<file path="src/hdl/bxr_pkg.sv">
// Shared types, constants and the generator step function for the roll core.
package bxr_pkg;

  localparam int unsigned GenW   = 32;
  localparam int unsigned BoundW = 31;
  localparam int unsigned CntW   = $clog2(GenW);

  localparam logic [GenW-1:0] SeedReset = 32'd1;
  localparam logic [GenW-1:0] Full      = 32'hFFFF_FFFF;

  localparam int unsigned ShiftA = 13;
  localparam int unsigned ShiftB = 17;
  localparam int unsigned ShiftC = 5;

  typedef enum logic [2:0] {
    ST_IDLE,
    ST_CHECK,
    ST_LIMIT,
    ST_DRAW,
    ST_MOD,
    ST_FINISH
  } bxr_state_e;

  typedef struct packed {
    logic idle;
    logic load_bound;
    logic div_start;
    logic div_from_draw;
    logic load_limit;
    logic step_gen;
    logic out_load;
  } bxr_cmd_t;

  typedef struct packed {
    logic bound_zero;
    logic div_busy;
    logic draw_ok;
    logic out_free;
  } bxr_sts_t;

  function automatic logic [GenW-1:0] xorshift(input logic [GenW-1:0] s);
    logic [GenW-1:0] t;
    t = s ^ (s << ShiftA);
    t = t ^ (t >> ShiftB);
    t = t ^ (t << ShiftC);
    return t;
  endfunction

endpackage

</file>
<file path="src/hdl/bxr_div.sv">
// Restoring remainder unit: one quotient bit per cycle, 32-bit dividend, 31-bit divisor.
module bxr_div (
  input  logic                        clk_i,
  input  logic                        rst_ni,
  input  logic                        start_i,
  input  logic [bxr_pkg::GenW-1:0]    dividend_i,
  input  logic [bxr_pkg::BoundW-1:0]  divisor_i,
  output logic                        busy_o,
  output logic [bxr_pkg::BoundW-1:0]  rem_o
);

  logic                        busy_q, busy_d;
  logic [bxr_pkg::CntW-1:0]    cnt_q, cnt_d;
  logic [bxr_pkg::GenW-1:0]    dvd_q, dvd_d;
  logic [bxr_pkg::BoundW-1:0]  rem_q, rem_d;
  logic [bxr_pkg::GenW-1:0]    trial;
  logic [bxr_pkg::GenW-1:0]    dsr_ext;
  logic [bxr_pkg::GenW-1:0]    diff;

  assign trial   = {rem_q, dvd_q[bxr_pkg::GenW-1]};
  assign dsr_ext = {1'b0, divisor_i};
  assign diff    = trial - dsr_ext;

  always_comb begin
    busy_d = busy_q;
    cnt_d  = cnt_q;
    dvd_d  = dvd_q;
    rem_d  = rem_q;
    if (start_i) begin
      busy_d = 1'b1;
      cnt_d  = '0;
      dvd_d  = dividend_i;
      rem_d  = '0;
    end else if (busy_q) begin
      dvd_d = {dvd_q[bxr_pkg::GenW-2:0], 1'b0};
      if (trial >= dsr_ext) begin
        rem_d = diff[bxr_pkg::BoundW-1:0];
      end else begin
        rem_d = trial[bxr_pkg::BoundW-1:0];
      end
      if (cnt_q == '1) begin
        busy_d = 1'b0;
      end
      cnt_d = cnt_q + 1'b1;
    end
  end

  always_ff @(posedge clk_i or negedge rst_ni) begin
    if (!rst_ni) begin
      busy_q <= 1'b0;
      cnt_q  <= '0;
    end else begin
      busy_q <= busy_d;
      cnt_q  <= cnt_d;
    end
  end

  always_ff @(posedge clk_i) begin
    dvd_q <= dvd_d;
    rem_q <= rem_d;
  end

  assign busy_o = busy_q;
  assign rem_o  = rem_q;

endmodule

</file>
<file path="src/hdl/bxr_ctrl.sv">
// Controller state machine sequencing bound check, limit division, draws and final modulo.
module bxr_ctrl (
  input  logic              clk_i,
  input  logic              rst_ni,
  input  logic              in_valid_i,
  input  bxr_pkg::bxr_sts_t sts_i,
  output bxr_pkg::bxr_cmd_t cmd_o
);

  bxr_pkg::bxr_state_e state_q, state_d;

  always_comb begin
    state_d = state_q;
    unique case (state_q)
      bxr_pkg::ST_IDLE: begin
        if (in_valid_i) state_d = bxr_pkg::ST_CHECK;
      end
      bxr_pkg::ST_CHECK: begin
        state_d = sts_i.bound_zero ? bxr_pkg::ST_FINISH : bxr_pkg::ST_LIMIT;
      end
      bxr_pkg::ST_LIMIT: begin
        if (!sts_i.div_busy) state_d = bxr_pkg::ST_DRAW;
      end
      bxr_pkg::ST_DRAW: begin
        if (sts_i.draw_ok) state_d = bxr_pkg::ST_MOD;
      end
      bxr_pkg::ST_MOD: begin
        if (!sts_i.div_busy) state_d = bxr_pkg::ST_FINISH;
      end
      bxr_pkg::ST_FINISH: begin
        if (sts_i.out_free) state_d = bxr_pkg::ST_IDLE;
      end
      default: state_d = bxr_pkg::ST_IDLE;
    endcase
  end

  always_comb begin
    cmd_o = '0;
    unique case (state_q)
      bxr_pkg::ST_IDLE: begin
        cmd_o.idle       = 1'b1;
        cmd_o.load_bound = in_valid_i;
      end
      bxr_pkg::ST_CHECK: begin
        cmd_o.div_start = !sts_i.bound_zero;
      end
      bxr_pkg::ST_LIMIT: begin
        cmd_o.load_limit = !sts_i.div_busy;
      end
      bxr_pkg::ST_DRAW: begin
        cmd_o.step_gen      = 1'b1;
        cmd_o.div_from_draw = 1'b1;
        cmd_o.div_start     = sts_i.draw_ok;
      end
      bxr_pkg::ST_MOD: begin
        cmd_o.div_from_draw = 1'b1;
      end
      bxr_pkg::ST_FINISH: begin
        cmd_o.out_load = sts_i.out_free;
      end
      default: cmd_o = '0;
    endcase
  end

  always_ff @(posedge clk_i or negedge rst_ni) begin
    if (!rst_ni) begin
      state_q <= bxr_pkg::ST_IDLE;
    end else begin
      state_q <= state_d;
    end
  end

endmodule

</file>
<file path="src/hdl/bxr_dp.sv">
// Datapath: generator state, bound and limit registers, remainder unit and output register.
module bxr_dp (
  input  logic                        clk_i,
  input  logic                        rst_ni,
  input  bxr_pkg::bxr_cmd_t           cmd_i,
  output bxr_pkg::bxr_sts_t           sts_o,
  input  logic                        cfg_valid_i,
  input  logic [bxr_pkg::GenW-1:0]    seed_i,
  input  logic [bxr_pkg::BoundW-1:0]  upper_bound_i,
  output logic                        out_valid_o,
  input  logic                        out_ready_i,
  output logic [bxr_pkg::BoundW-1:0]  value_o,
  output logic                        range_error_o
);

  logic [bxr_pkg::GenW-1:0]    gen_q, gen_d;
  logic [bxr_pkg::GenW-1:0]    gen_next;
  logic [bxr_pkg::BoundW-1:0]  bound_q, bound_d;
  logic [bxr_pkg::GenW-1:0]    limit_q, limit_d;
  logic [bxr_pkg::GenW-1:0]    dividend;
  logic                        div_busy;
  logic [bxr_pkg::BoundW-1:0]  rem;
  logic                        bound_zero;
  logic                        out_valid_q, out_valid_d;
  logic [bxr_pkg::BoundW-1:0]  value_q, value_d;
  logic                        err_q, err_d;

  assign gen_next   = bxr_pkg::xorshift(gen_q);
  assign bound_zero = (bound_q == '0);
  assign dividend   = cmd_i.div_from_draw ? (gen_next - 1'b1) : bxr_pkg::Full;

  bxr_div u_div (
    .clk_i      (clk_i),
    .rst_ni     (rst_ni),
    .start_i    (cmd_i.div_start),
    .dividend_i (dividend),
    .divisor_i  (bound_q),
    .busy_o     (div_busy),
    .rem_o      (rem)
  );

  always_comb begin
    gen_d = gen_q;
    if (cfg_valid_i && cmd_i.idle) begin
      gen_d = seed_i;
    end else if (cmd_i.step_gen) begin
      gen_d = gen_next;
    end
  end

  assign bound_d = cmd_i.load_bound ? upper_bound_i : bound_q;
  assign limit_d = cmd_i.load_limit ? ~{1'b0, rem} : limit_q;

  always_comb begin
    out_valid_d = out_valid_q;
    value_d     = value_q;
    err_d       = err_q;
    if (cmd_i.out_load) begin
      out_valid_d = 1'b1;
      err_d       = bound_zero;
      value_d     = bound_zero ? '0 : rem + 1'b1;
    end else if (out_ready_i) begin
      out_valid_d = 1'b0;
    end
  end

  always_ff @(posedge clk_i or negedge rst_ni) begin
    if (!rst_ni) begin
      gen_q       <= bxr_pkg::SeedReset;
      out_valid_q <= 1'b0;
    end else begin
      gen_q       <= gen_d;
      out_valid_q <= out_valid_d;
    end
  end

  always_ff @(posedge clk_i) begin
    bound_q <= bound_d;
    limit_q <= limit_d;
    value_q <= value_d;
    err_q   <= err_d;
  end

  assign sts_o.bound_zero = bound_zero;
  assign sts_o.div_busy   = div_busy;
  assign sts_o.draw_ok    = (gen_next <= limit_q);
  assign sts_o.out_free   = !out_valid_q || out_ready_i;

  assign out_valid_o   = out_valid_q;
  assign value_o       = value_q;
  assign range_error_o = err_q;

endmodule

</file>
<file path="src/hdl/bounded_xorshift_roll_core.sv">
// Bounded xorshift roll core: top level joining controller and datapath.
// Returns a uniform draw from 1 to upper_bound from a 32-bit xorshift (13, 17, 5)
// generator, with rejection of raw values above the largest multiple of the bound.
// One request is handled at a time. A zero bound goes from the check state
// straight to the finish state and answers with range_error set and value 0,
// the generator untouched. Any other bound runs the shared one-bit-per-cycle
// remainder unit twice (limit, then the final modulo), with the draw state in
// between stepping the generator once more for each rejected draw.
// The result sits in an output register, so a new request is taken while the
// previous result still waits. Seed writes are taken only while idle and load the
// generator directly; after reset the generator holds 1.
module bounded_xorshift_roll_core (
  input  logic                        clk_i,
  input  logic                        rst_ni,
  input  logic                        in_valid_i,
  output logic                        in_ready_o,
  input  logic [bxr_pkg::BoundW-1:0]  upper_bound_i,
  output logic                        out_valid_o,
  input  logic                        out_ready_i,
  output logic [bxr_pkg::BoundW-1:0]  value_o,
  output logic                        range_error_o,
  input  logic                        cfg_valid_i,
  output logic                        cfg_ready_o,
  input  logic [bxr_pkg::GenW-1:0]    seed_i
);

  bxr_pkg::bxr_cmd_t cmd;
  bxr_pkg::bxr_sts_t sts;

  bxr_ctrl u_ctrl (
    .clk_i      (clk_i),
    .rst_ni     (rst_ni),
    .in_valid_i (in_valid_i),
    .sts_i      (sts),
    .cmd_o      (cmd)
  );

  bxr_dp u_dp (
    .clk_i         (clk_i),
    .rst_ni        (rst_ni),
    .cmd_i         (cmd),
    .sts_o         (sts),
    .cfg_valid_i   (cfg_valid_i),
    .seed_i        (seed_i),
    .upper_bound_i (upper_bound_i),
    .out_valid_o   (out_valid_o),
    .out_ready_i   (out_ready_i),
    .value_o       (value_o),
    .range_error_o (range_error_o)
  );

  assign in_ready_o  = cmd.idle;
  assign cfg_ready_o = cmd.idle;

endmodule

</file>
<file path="config.mk">
export PLATFORM = sky130hd
export DESIGN_NAME = bounded_xorshift_roll_core
export DESIGN_NICKNAME = d
export VERILOG_FILES = /design/src/hdl/bxr_pkg.sv /design/src/hdl/bxr_div.sv /design/src/hdl/bxr_ctrl.sv /design/src/hdl/bxr_dp.sv /design/src/hdl/bounded_xorshift_roll_core.sv
export SDC_FILE = /design/constraint.sdc
export NUM_CORES = 1
export LEC_CHECK = 0
export ABC_CLOCK_PERIOD_IN_PS = 5000
export CAP_MARGIN = 40
export CORE_ASPECT_RATIO = 0.6
export CORE_MARGIN = 1
export CORE_UTILIZATION = 59
export CTS_CLUSTER_DIAMETER = 40
export DETAILED_ROUTE_END_ITERATION = 6
export DONT_BUFFER_PORTS = 1
export GPL_ROUTABILITY_DRIVEN = 0
export GPL_TIMING_DRIVEN = 0
export PLACE_DENSITY = 0.89
export SLEW_MARGIN = 25
export SYNTH_ARGS = -nofsm -noshare
export SYNTH_HDL_FRONTEND = slang
export SYNTH_SLANG_ARGS = --single-unit
</file>
<file path="constraint.sdc">
create_clock -name clk_i -period 5 [get_ports clk_i]
set_clock_uncertainty 0.15 [all_clocks]
set_input_delay 1.5 -clock clk_i [delete_from_list [all_inputs] [get_ports clk_i]]
set_output_delay 1.5 -clock clk_i [all_outputs]
set_load 0.005 [all_outputs]
</file>
After elaboration in Yosys (flattened, before gate mapping)
Index checks and enable logic that the tools add are counted.
- $lt $le $gt $ge: 2
- bitwise logic cells: 4
- mux-type cells: 26
- add/subtract/negate cells: 4
- reduce and logical (&&, ||, !) cells: 12
- equality and inequality tests: 11
- operator list (kind ; count):
    32-bit 2-to-1 mux ; 5
    32-bit bitwise XOR ; 2
    32-bit by 31-bit >= comparator with 1-bit output ; 1
    32-bit less-or-equal comparator ; 1
    31-bit NOT with 32-bit output ; 1
    32-bit by 1-bit subtractor with 32-bit output (second input constant) ; 1
    32-bit by 15-bit bitwise XOR with 32-bit output ; 1
    31-bit by 1-bit adder with 31-bit output (second input constant) ; 1
    31-bit logical NOT ; 1
    31-bit 2-to-1 mux ; 1
    31-bit subtractor ; 1
    3-bit 2-to-1 mux ; 6
    3-bit case mux with 6 select lines ; 1
    5-bit 2-to-1 mux ; 2
    1-bit 2-to-1 mux ; 9
    3-bit by 2-bit equality test with 1-bit output (second input constant) ; 2
    3-bit equality test (second input constant) ; 2
    2-bit != test (second input constant) ; 3
    2-bit nonzero test ; 3
    5-bit by 1-bit adder with 5-bit output (second input constant) ; 1
    5-bit equality test (second input constant) ; 1
    5-bit AND reduction ; 1
    2-bit by 1-bit != test with 1-bit output (second input constant) ; 2
    3-bit by 1-bit equality test with 1-bit output (second input constant) ; 1
    7 further kinds ; 9
- output and inout bits: 35
- word-level logic and storage cells: 70
- bits in registers: 200
- input bits: 68

Depth between registers and ports, before layout
Gate-level depths: netlist of the first run.
- word-level depth: 6
- mapped depth: 14
- depth with buffers taken out: 12

By module
Synthesis of the first run repeated with hierarchy kept, for this count alone.
- cell total of the unflattened synthesis: 1299
- area, all modules: 12871.1 sq um
- modules (own cells, without submodules) (module ; instances ; cells an instance ; seq. area each (sq um) ; area each (sq um)):
    bxr_dp ; 1 ; 707 ; 3649.8 ; 7537.2
    bxr_div ; 1 ; 559 ; 1731.7 ; 5066.1
    bxr_ctrl ; 1 ; 32 ; 75.1 ; 260.2
    bounded_xorshift_roll_core ; 1 ; 1 ; 0.0 ; 7.5

Worst setup path before layout of the first run
No wires, ideal clock.
- kind: register -> register
- start: reg u_dp.u_div.busy_q (netlist: u_dp.u_div.busy_o)
- end: reg u_dp.limit_q[0] (netlist bit) (enable)
- cell stages (with the launch flop): 4
- setup slack: 0.256 ns
- clock period less this slack: 4.744 ns
- setup time: 0.509 ns
- data required time: 4.341 ns
- arrival time: 4.085 ns
- cell sequence: dfrtp_1 clkbuf_1 clkbuf_1 nor4b_1
- RTL lines (item ; RTL line ; source):
    start: declaration ; bxr_div.sv:12 ; logic busy_q, busy_d;
    start signal: assignment ; bxr_div.sv:53 ; busy_q <= busy_d;
    end signal: assignment ; bxr_dp.sv:79 ; limit_q <= limit_d;
    end: declaration ; bxr_dp.sv:19 ; logic [bxr_pkg::GenW-1:0] limit_q, limit_d;

Worst setup path in the final report of the first run
- start: reg u_dp.gen_q[9] (netlist bit)
- end: reg u_dp.u_div.dvd_q[26] (netlist bit) (enable)
- word-level cells in the longest chain between the ends: 6
- RTL lines (item ; RTL line ; source):
    start: declaration ; bxr_dp.sv:16 ; logic [bxr_pkg::GenW-1:0] gen_q, gen_d;
    start signal: assignment ; bxr_dp.sv:69 ; gen_q <= bxr_pkg::SeedReset;
    start signal: assignment ; bxr_dp.sv:72 ; gen_q <= gen_d;
    32-bit bitwise XOR ; bxr_pkg.sv:43 ; t = s ^ (s << ShiftA);
    32-bit by 15-bit bitwise XOR with 32-bit output ; bxr_pkg.sv:44 ; t = t ^ (t >> ShiftB);
    32-bit bitwise XOR ; bxr_pkg.sv:45 ; t = t ^ (t << ShiftC);
    32-bit less-or-equal comparator ; bxr_dp.sv:86 ; assign sts_o.draw_ok = (gen_next <= limit_q);
    1-bit case mux with 2 select lines ; bxr_ctrl.sv:39 ; unique case (state_q)
    2-bit nonzero test (no source line) ; - ;
    end signal: assignment ; bxr_div.sv:59 ; dvd_q <= dvd_d;
    end: declaration ; bxr_div.sv:14 ; logic [bxr_pkg::GenW-1:0] dvd_q, dvd_d;
Every way passes these cells.
A chain may end at the register's enable or synchronous reset.

==> impl_summary.txt, run 1 <==
----------------------------------------------------
[Outcome]
  Run status ... finished, final reports clean

[STA]
  Final worst hold slack ... 0.3615 ns
  RSZ-0062 raised after global routing ... false
  Worst rel slew slack ... 37.06%
  Upper clock frequency limit ... 0.2017 GHz
  Final setup violation count ... 0
  Setup TNS ... 0 ns
  Share of the clock period used by the worst path after layout ... 99.17%
  Final critical delay including setup and external delays ... 4.959 ns
  Count of pins over their slew limit ... 0
  Transition time of the tightest slew-check pin ... 0.9411 ns
  Endpoints failing hold ... 0

[Floorplan]
  Starting utilization of the core area ... about three fifths
  Die extent in y ... 115.2 um
  Width of the die ... about 190 um
  Total Die Area ... around 0.022 sq mm
  Top-level I/O count ... between 100 and 150
  Area of the core region ... 0.02047 sq mm
  Row Count ... 40

[Finish]
  Number of diodes added for antenna fixing ... 0
  FILL cells ... 1,503
  Layout Cell Area excl Fill ... between 0.01 and 0.015 sq mm
  Share of cells above drive strength 1 ... 7.515%
  Synthesis-to-layout area growth ... 8.156%
  Area taken by flip-flops and latches ... 0.005456 sq mm
  Post-route core utilization ... 66.55%
  Area of the multi-input gates ... 0.006467 sq mm
  Commonest cells after routing, fill and taps aside ... nor2_1, edfxtp_1, inv_1
  Most common cell after layout, fill and taps aside ... nor2_1
  Number of nets in the finished design ... 1,423

[Placement]
  DP HPWL ... 25.94 mm
  Count of buffers inserted at the top-level ports ... 0
  Post-detailed-placement cell area ... 0.01301 sq mm

[Logic synthesis]
  Yosys warnings ... 0
  Syn_nets ... about 1.4k
  Number of flip-flops and latches in the synthesized netlist ... 199
  Synth Instances ... between 1k and 1.5k
  Number of flops mapped to enable cells by yosys ... 126
  Async SR Flop Fraction ... 21.11%
  Netlist area before placement ... 0.01260 sq mm
  Per-instance average area after synthesis ... 9.957 sq um
  Post-synthesis cell type count ... 89
  Top_reg_cell synth ... edfxtp_1
  Share of synthesized area occupied by flip-flops and latches ... 43.32%

[Clock network]
  Sink Count ... 199
  Root cell of the clock tree ... clkbuf_16
  Later-pin clock latency in the skew report ... 0.46 ns
  Number of H-tree branching levels ... 4
  Hold-fix buffers, CTS ... 0
  Buffers inserted during post-CTS setup optimization ... 0
  TritonCTS clock tree ... yes
  Clock transition at the register clock pins on the worst setup and hold paths after CTS ... 0.08 ns
  TritonCTS Buffers ... 17
  Worst-case clock buffer depth ... 2

[Global routing]
  Number of global-route vias before repair ... about 9.7k
  Total grt overflow ... 0
  Overall Global Routing Usage ... 32.35%
  Wire length of the first global-routing pass ... 53.12 mm
  Maximum number of pins on one net before global-route repair ... 43
  Number of antenna violations at the first check in global routing ... 0

[Setup path]
  Depth of the worst register-to-register path ... 13
  Kind of critical path ... flop to flop
  R2r setup slk ... just over 0.04 ns
  Maximum net fanout on the critical path ... 16
  Reg-to-Reg Start ... u_dp.gen_q[9]$_DFFE_PN0P_
  Nature of the critical path startpoint ... flop
  Critical path arrival ... between 4 and 5 ns
  Crit path capture type ... flop
  Worst Path Required ... 5.02 ns
  Endpoint of the lowest-slack register-to-register path ... u_dp.u_div.dvd_q[26]$_DFFE_PP_

[Min path]
  Hold Path Origin ... u_dp.u_div.rem_o[30]$_SDFFE_PP0P_
  Terminating pin of the worst hold path ... u_dp.limit_q[30]$_DFFE_PP_
  Number of cells on the worst hold path ... 1
  Worst min-delay path category ... flop to flop

[Route]
  Length of the first detailed-routing pass in iterations ... 5
  Remaining antenna violation count ... 0
  Via density ... between 6 and 7
  Total number of vias ... 10.22k
  Initial drt markers ... approximately 1.4k
  DR WL/cell ... 22.15 um
  Routed wire length ... 34.93 mm
  Number of DRC violations after detailed routing ... 0

[Run]
  Max-cap violation count ... 0

----------------------------------------------------
[kinds of logic after synthesis]
logic type / Yosys count / synth area share [%]
AOI/OAI and AO/OA: 266 / 13.70
xor gates and xnor gates: 142 / 13.22
adders and majority gates: 64 / 6.417
buffers and inverters: 171 / 5.662
DFF: 199 / 43.32
muxes: 32 / 2.553
and+or+nand+nor: 391 / 15.13
[registers in the layout, indices dropped and copies added (netlist names)]
name / count
u_ctrl.state_q: 3
u_dp.bound_q: 31
u_dp.gen_q: 32
u_dp.limit_q: 31
u_dp.out_valid_o: 1
u_dp.range_error_o: 1
u_dp.u_div.busy_o: 1
u_dp.u_div.cnt_q: 5
u_dp.u_div.dvd_q: 32
u_dp.u_div.rem_o: 31
u_dp.value_o: 31
[stage by stage]
| stage | setup slack [ns] | cells |
|---|---|---|
| floorplan | 0.2562 | 1265 |
| global placement | -1.076 | 1538 |
| detailed placement | -0.04503 | 1544 |
| CTS | 0.05580 | 1576 |
| global route | 0.007998 | 1577 |
| finish | 0.04130 | 1577 |
[cells in the mapped netlist (7+ instances only)]
master / n / area [sq um]
edfxtp_1: 126 / 3784
and3_1: 7 / 43.79
ha_1: 63 / 788.3
nand2_1: 70 / 262.8
a221o_1: 9 / 90.09
a22oi_1: 23 / 172.7
inv_1: 117 / 439.2
xnor3_4: 7 / 183.9
nand2b_1: 7 / 43.79
dfxtp_1: 31 / 620.6
nor2_1: 163 / 611.8
dfrtp_1: 41 / 1026
clkbuf_1: 42 / 157.7
nand3_1: 24 / 120.1
a211oi_1: 25 / 187.7
or3_1: 7 / 43.79
nand4_1: 22 / 137.6
nor4_1: 15 / 93.84
nor3_1: 29 / 145.1
nor2b_1: 7 / 43.79
xnor2_1: 91 / 797.0
xor2_1: 22 / 192.7
o21a_1: 8 / 60.06
a31oi_1: 9 / 56.30
o21ai_0: 61 / 305.3
a21oi_1: 69 / 345.3
a21o_1: 23 / 172.7
mux2i_1: 31 / 310.3
[timing repair]
| action | CTS | global route |
|---|---|---|
| setup endpoints to repair | 32 | 32 |
| gates cloned | 0 | 1 |
| resized for setup | 1 | 3 |
[final cells by class]
type	count	area share [%]
buffer	54	2.011
clock buffer	19	3.407
clock inverter	13	0.9368
inverter	117	3.224
multi-input combinational	896	47.47
sequential	199	40.05
tap	273	2.507
timing repair buffer	6	0.3857
[layer usage]
| metal | track usage, % | part of all wire [%] | up-vias |
|---|---|---|---|
| met2 | 46.33 | 42 | 698 |
| met4 | 9.013 | 2.1 | 0 |
| met5 | 0 | 0 | - |
| li1 | - | - | 4553 |
| met1 | 45.96 | 42 | 4889 |
| met3 | 11.78 | 14 | 82 |
[worst max path at each step]
stage | from | to | slack [ns]
after floorplan | u_dp.u_div.busy_o$_DFF_PN0_ | u_dp.limit_q[0]$_DFFE_PP_ | 0.26
after global placement | u_dp.u_div.busy_o$_DFF_PN0_ | u_dp.limit_q[0]$_DFFE_PP_ | -1.08
after detailed placement | u_dp.gen_q[11]$_DFFE_PN0P_ | u_dp.u_div.dvd_q[27]$_DFFE_PP_ | -0.05
after CTS | u_dp.gen_q[12]$_DFFE_PN0P_ | u_dp.u_div.dvd_q[26]$_DFFE_PP_ | 0.06
after global routing | u_dp.gen_q[11]$_DFFE_PN0P_ | u_dp.u_div.dvd_q[26]$_DFFE_PP_ | 0.008
final | u_dp.gen_q[9]$_DFFE_PN0P_ | u_dp.u_div.dvd_q[26]$_DFFE_PP_ | 0.04
[critical path, stage by stage, from the launching register on]
cell	delay [ns]
dfrtp_1	0.45
xnor2_1	0.26
xnor2_1	0.67
inv_1	0.19
ha_1	0.35
nand3_1	0.07
nor2_1	0.11
nand2_1	0.18
o32ai_1	0.86
o32a_1	0.27
o31a_2	0.30
o22ai_2	0.13
buf_2	0.28
or2_4	0.39
Power of run 1 is left out: the tool's default activity adds up to more than one toggle a clock period on the data nets, which glitch-free logic cannot reach.
==> run 2: changes to the inputs <==
SETUP_SLACK_MARGIN = 0.5   (was default)
==> run 2 against run 1 <==
Against the previous run: sequential cell count is the same; critical path depth decreased by 1; the flow now finishes with violations (DRC); register-to-register slack improved by 0.45 ns.
==> impl_summary.txt, run 2 (same netlist as run 1, synthesis figures left out) <==
----------------------------------------------------
[Route]
  DR WL/cell ... 23.23 um (+4.9%)
  Total number of vias ... 10.54k (+3.1%)
  Via density ... 6.663 (+2.8%)
  Initial drt markers ... 1,699 (+22%)
  Number of DRC violations after detailed routing ... 33 (+33)
  Remaining antenna violation count ... 0 (unchanged)
  Routed wire length ... 36.75 mm (+5.2%)
  Length of the first detailed-routing pass in iterations ... 7 (+2)

[STA]
  Count of pins over their slew limit ... 0 (unchanged)
  Final critical delay including setup and external delays ... 4.505 ns (-0.4538 ns)
  Worst rel slew slack ... 40.90% (+3.8 points)
  Setup TNS ... 0 ns (unchanged)
  Upper clock frequency limit ... 0.2220 GHz (+10%)
  RSZ-0062 raised after global routing ... false
  Endpoints failing hold ... 0 (unchanged)
  Share of the clock period used by the worst path after layout ... 90.10% (-9.1 points)
  Smallest setup slack after layout ... 0.4951 ns (+0.4538 ns)
  Transition time of the tightest slew-check pin ... 0.8802 ns (-0.06091 ns)
  Final setup violation count ... 0 (unchanged)
  Final worst hold slack ... 0.3587 ns (-0.002797 ns)

[Finish]
  Commonest cells after routing, fill and taps aside ... nor2_1, edfxtp_1, inv_1
  FILL cells ... 1,415 (-5.9%)
  Share of cells above drive strength 1 ... 8.785% (+1.3 points)
  Largest registers ranked by flip-flop count ... u_dp.gen_q (32), u_dp.u_div.dvd_q (32)
  Number of diodes added for antenna fixing ... 0 (unchanged)
  Number of nets in the finished design ... 1,428 (+0.35%)
  Synthesis-to-layout area growth ... 9.625%
  Most common cell after layout, fill and taps aside ... nor2_1

[Floorplan]
  Total Die Area ... 0.02196 sq mm (unchanged)
  Top-level I/O count ... 103 (unchanged)
  Width of the die ... 190.6 um (unchanged)
  Starting utilization of the core area ... 61.53% (unchanged)
  Area of the core region ... 0.02047 sq mm (unchanged)
  Die extent in y ... 115.2 um (unchanged)
  Row Count ... 40 (unchanged)

[Outcome]
  Failing checks ... DRC
  Run status ... finished with violations

[Clock network]
  TritonCTS Buffers ... 17 (unchanged)
  Hold-fix buffers, CTS ... 0 (unchanged)
  Sink Count ... 199 (unchanged)
  Number of H-tree branching levels ... 4 (unchanged)
  Root cell of the clock tree ... clkbuf_16
  TritonCTS clock tree ... yes
  Clock transition at the register clock pins on the worst setup and hold paths after CTS ... 0.07 ns (about the same)
  Later-pin clock latency in the skew report ... 0.46 ns (about the same)
  Worst-case clock buffer depth ... 2 (unchanged)

[Setup path]
  Crit path capture type ... flop
  Kind of critical path ... flop to flop
  Critical path arrival ... 4.49 ns (-0.49 ns)
  Maximum net fanout on the critical path ... 13 (-3)
  Nature of the critical path startpoint ... flop
  Worst Path Required ... 4.99 ns (-0.03 ns)

[Placement]
  DP HPWL ... 26.08 mm (+0.55%)
  Count of buffers inserted at the top-level ports ... 0 (unchanged)
  Worst slack at placement ... -0.1116 ns (-0.06662 ns)

[Global routing]
  Maximum number of pins on one net before global-route repair ... 43 (unchanged)
  Number of global-route vias before repair ... 9,871 (+2.0%)
  Overall Global Routing Usage ... 33.30% (+0.95 points)
  Number of antenna violations at the first check in global routing ... 0 (unchanged)
  Wire length of the first global-routing pass ... 54.38 mm (+2.4%)
  Total grt overflow ... 0 (unchanged)

[Run]
  Max-cap violation count ... 0 (unchanged)

[Min path]
  Worst min-delay path category ... flop to flop

----------------------------------------------------
-- run 2: changes by cell type in the layout (fill, tap and decap cells not counted), moves of 3 or more --
cell / delta
xnor2_4: +4
xnor2_2: +4
xnor2_1: -8
buf_4: +7
buf_2: -6
inv_8: -3
clkbuf_1: +4
-- run 2: metal layers --
layer / wire, um / vias to the layer above / GRT usage [%]
met3: 5511 / 128 / 13.40
met1: 14890 / 5017 / 46.83
met5: 0 / - / 0
li1: - / 4574 / -
met2: 15300 / 822 / 46.40
met4: 1038 / 0 / 11.31
-- run 2: critical path, cell delays in order, from the launching register on --
cell	delay, ns
dfrtp_1	0.46
xnor2_1	0.53
xnor2_1	0.26
inv_1	0.15
ha_1	0.34
nand4_1	0.13
or2_2	0.36
or4_1	0.51
o32a_1	0.30
o31a_2	0.21
o22ai_4	0.24
buf_6	0.24
or2_4	0.29
-- run 2: layout make-up --
class	count	area, sq um	area share [%]
Multi-Input combinational cell	898	6638	48.07
Sequential cell	199	5459	39.53
Clock buffer	26	521.8	3.779
Inverter	117	439.2	3.181
Tap cell	273	341.6	2.474
Buffer	54	281.5	2.039
Timing Repair Buffer	9	91.34	0.6615
Clock inverter	6	36.28	0.2628
-- run 2: metrics by stage --
step           utilization, %  cell area (sq um)  instances
4_1_cts                 66.64              13640       1576
3_3_place_gp            63.23              12940       1538
2_1_floorplan               -              12600       1265
6_report                67.46              13810       1582
5_1_grt                 67.46              13810       1582
3_5_place_dp            63.53              13000       1541
-- run 2: worst paths after layout --
| check | start | end | slack (ns) | depth (start not counted) |
|---|---|---|---|---|
| min in group asynchronous | rst_ni | u_ctrl.state_q[2]$_DFFE_PN0P_ | 0.59 | 0 |
| hold / removal | u_dp.u_div.rem_o[30]$_SDFFE_PP0P_ | u_dp.limit_q[30]$_DFFE_PP_ | 0.36 | 1 |
| hold reg to reg | u_dp.u_div.rem_o[30]$_SDFFE_PP0P_ | u_dp.limit_q[30]$_DFFE_PP_ | 0.36 | 1 |
| max in group asynchronous | rst_ni | u_dp.gen_q[0]$_DFFE_PN1P_ | 3.92 | 0 |
| setup reg to reg | u_dp.gen_q[15]$_DFFE_PN0P_ | u_dp.u_div.dvd_q[5]$_DFFE_PP_ | 0.50 | 12 |
| setup / recovery | u_dp.gen_q[15]$_DFFE_PN0P_ | u_dp.u_div.dvd_q[5]$_DFFE_PP_ | 0.50 | 12 |
-- run 2: what timing repair did --
action                                  4_1_cts  5_1_grt
setup buffers                                 0        5
gates resized for setup                      11       20
cloned                                        3        0
endpoints found under the setup margin       68       58
pin swaps                                     0        5
Power of run 2 is left out for the same reason.
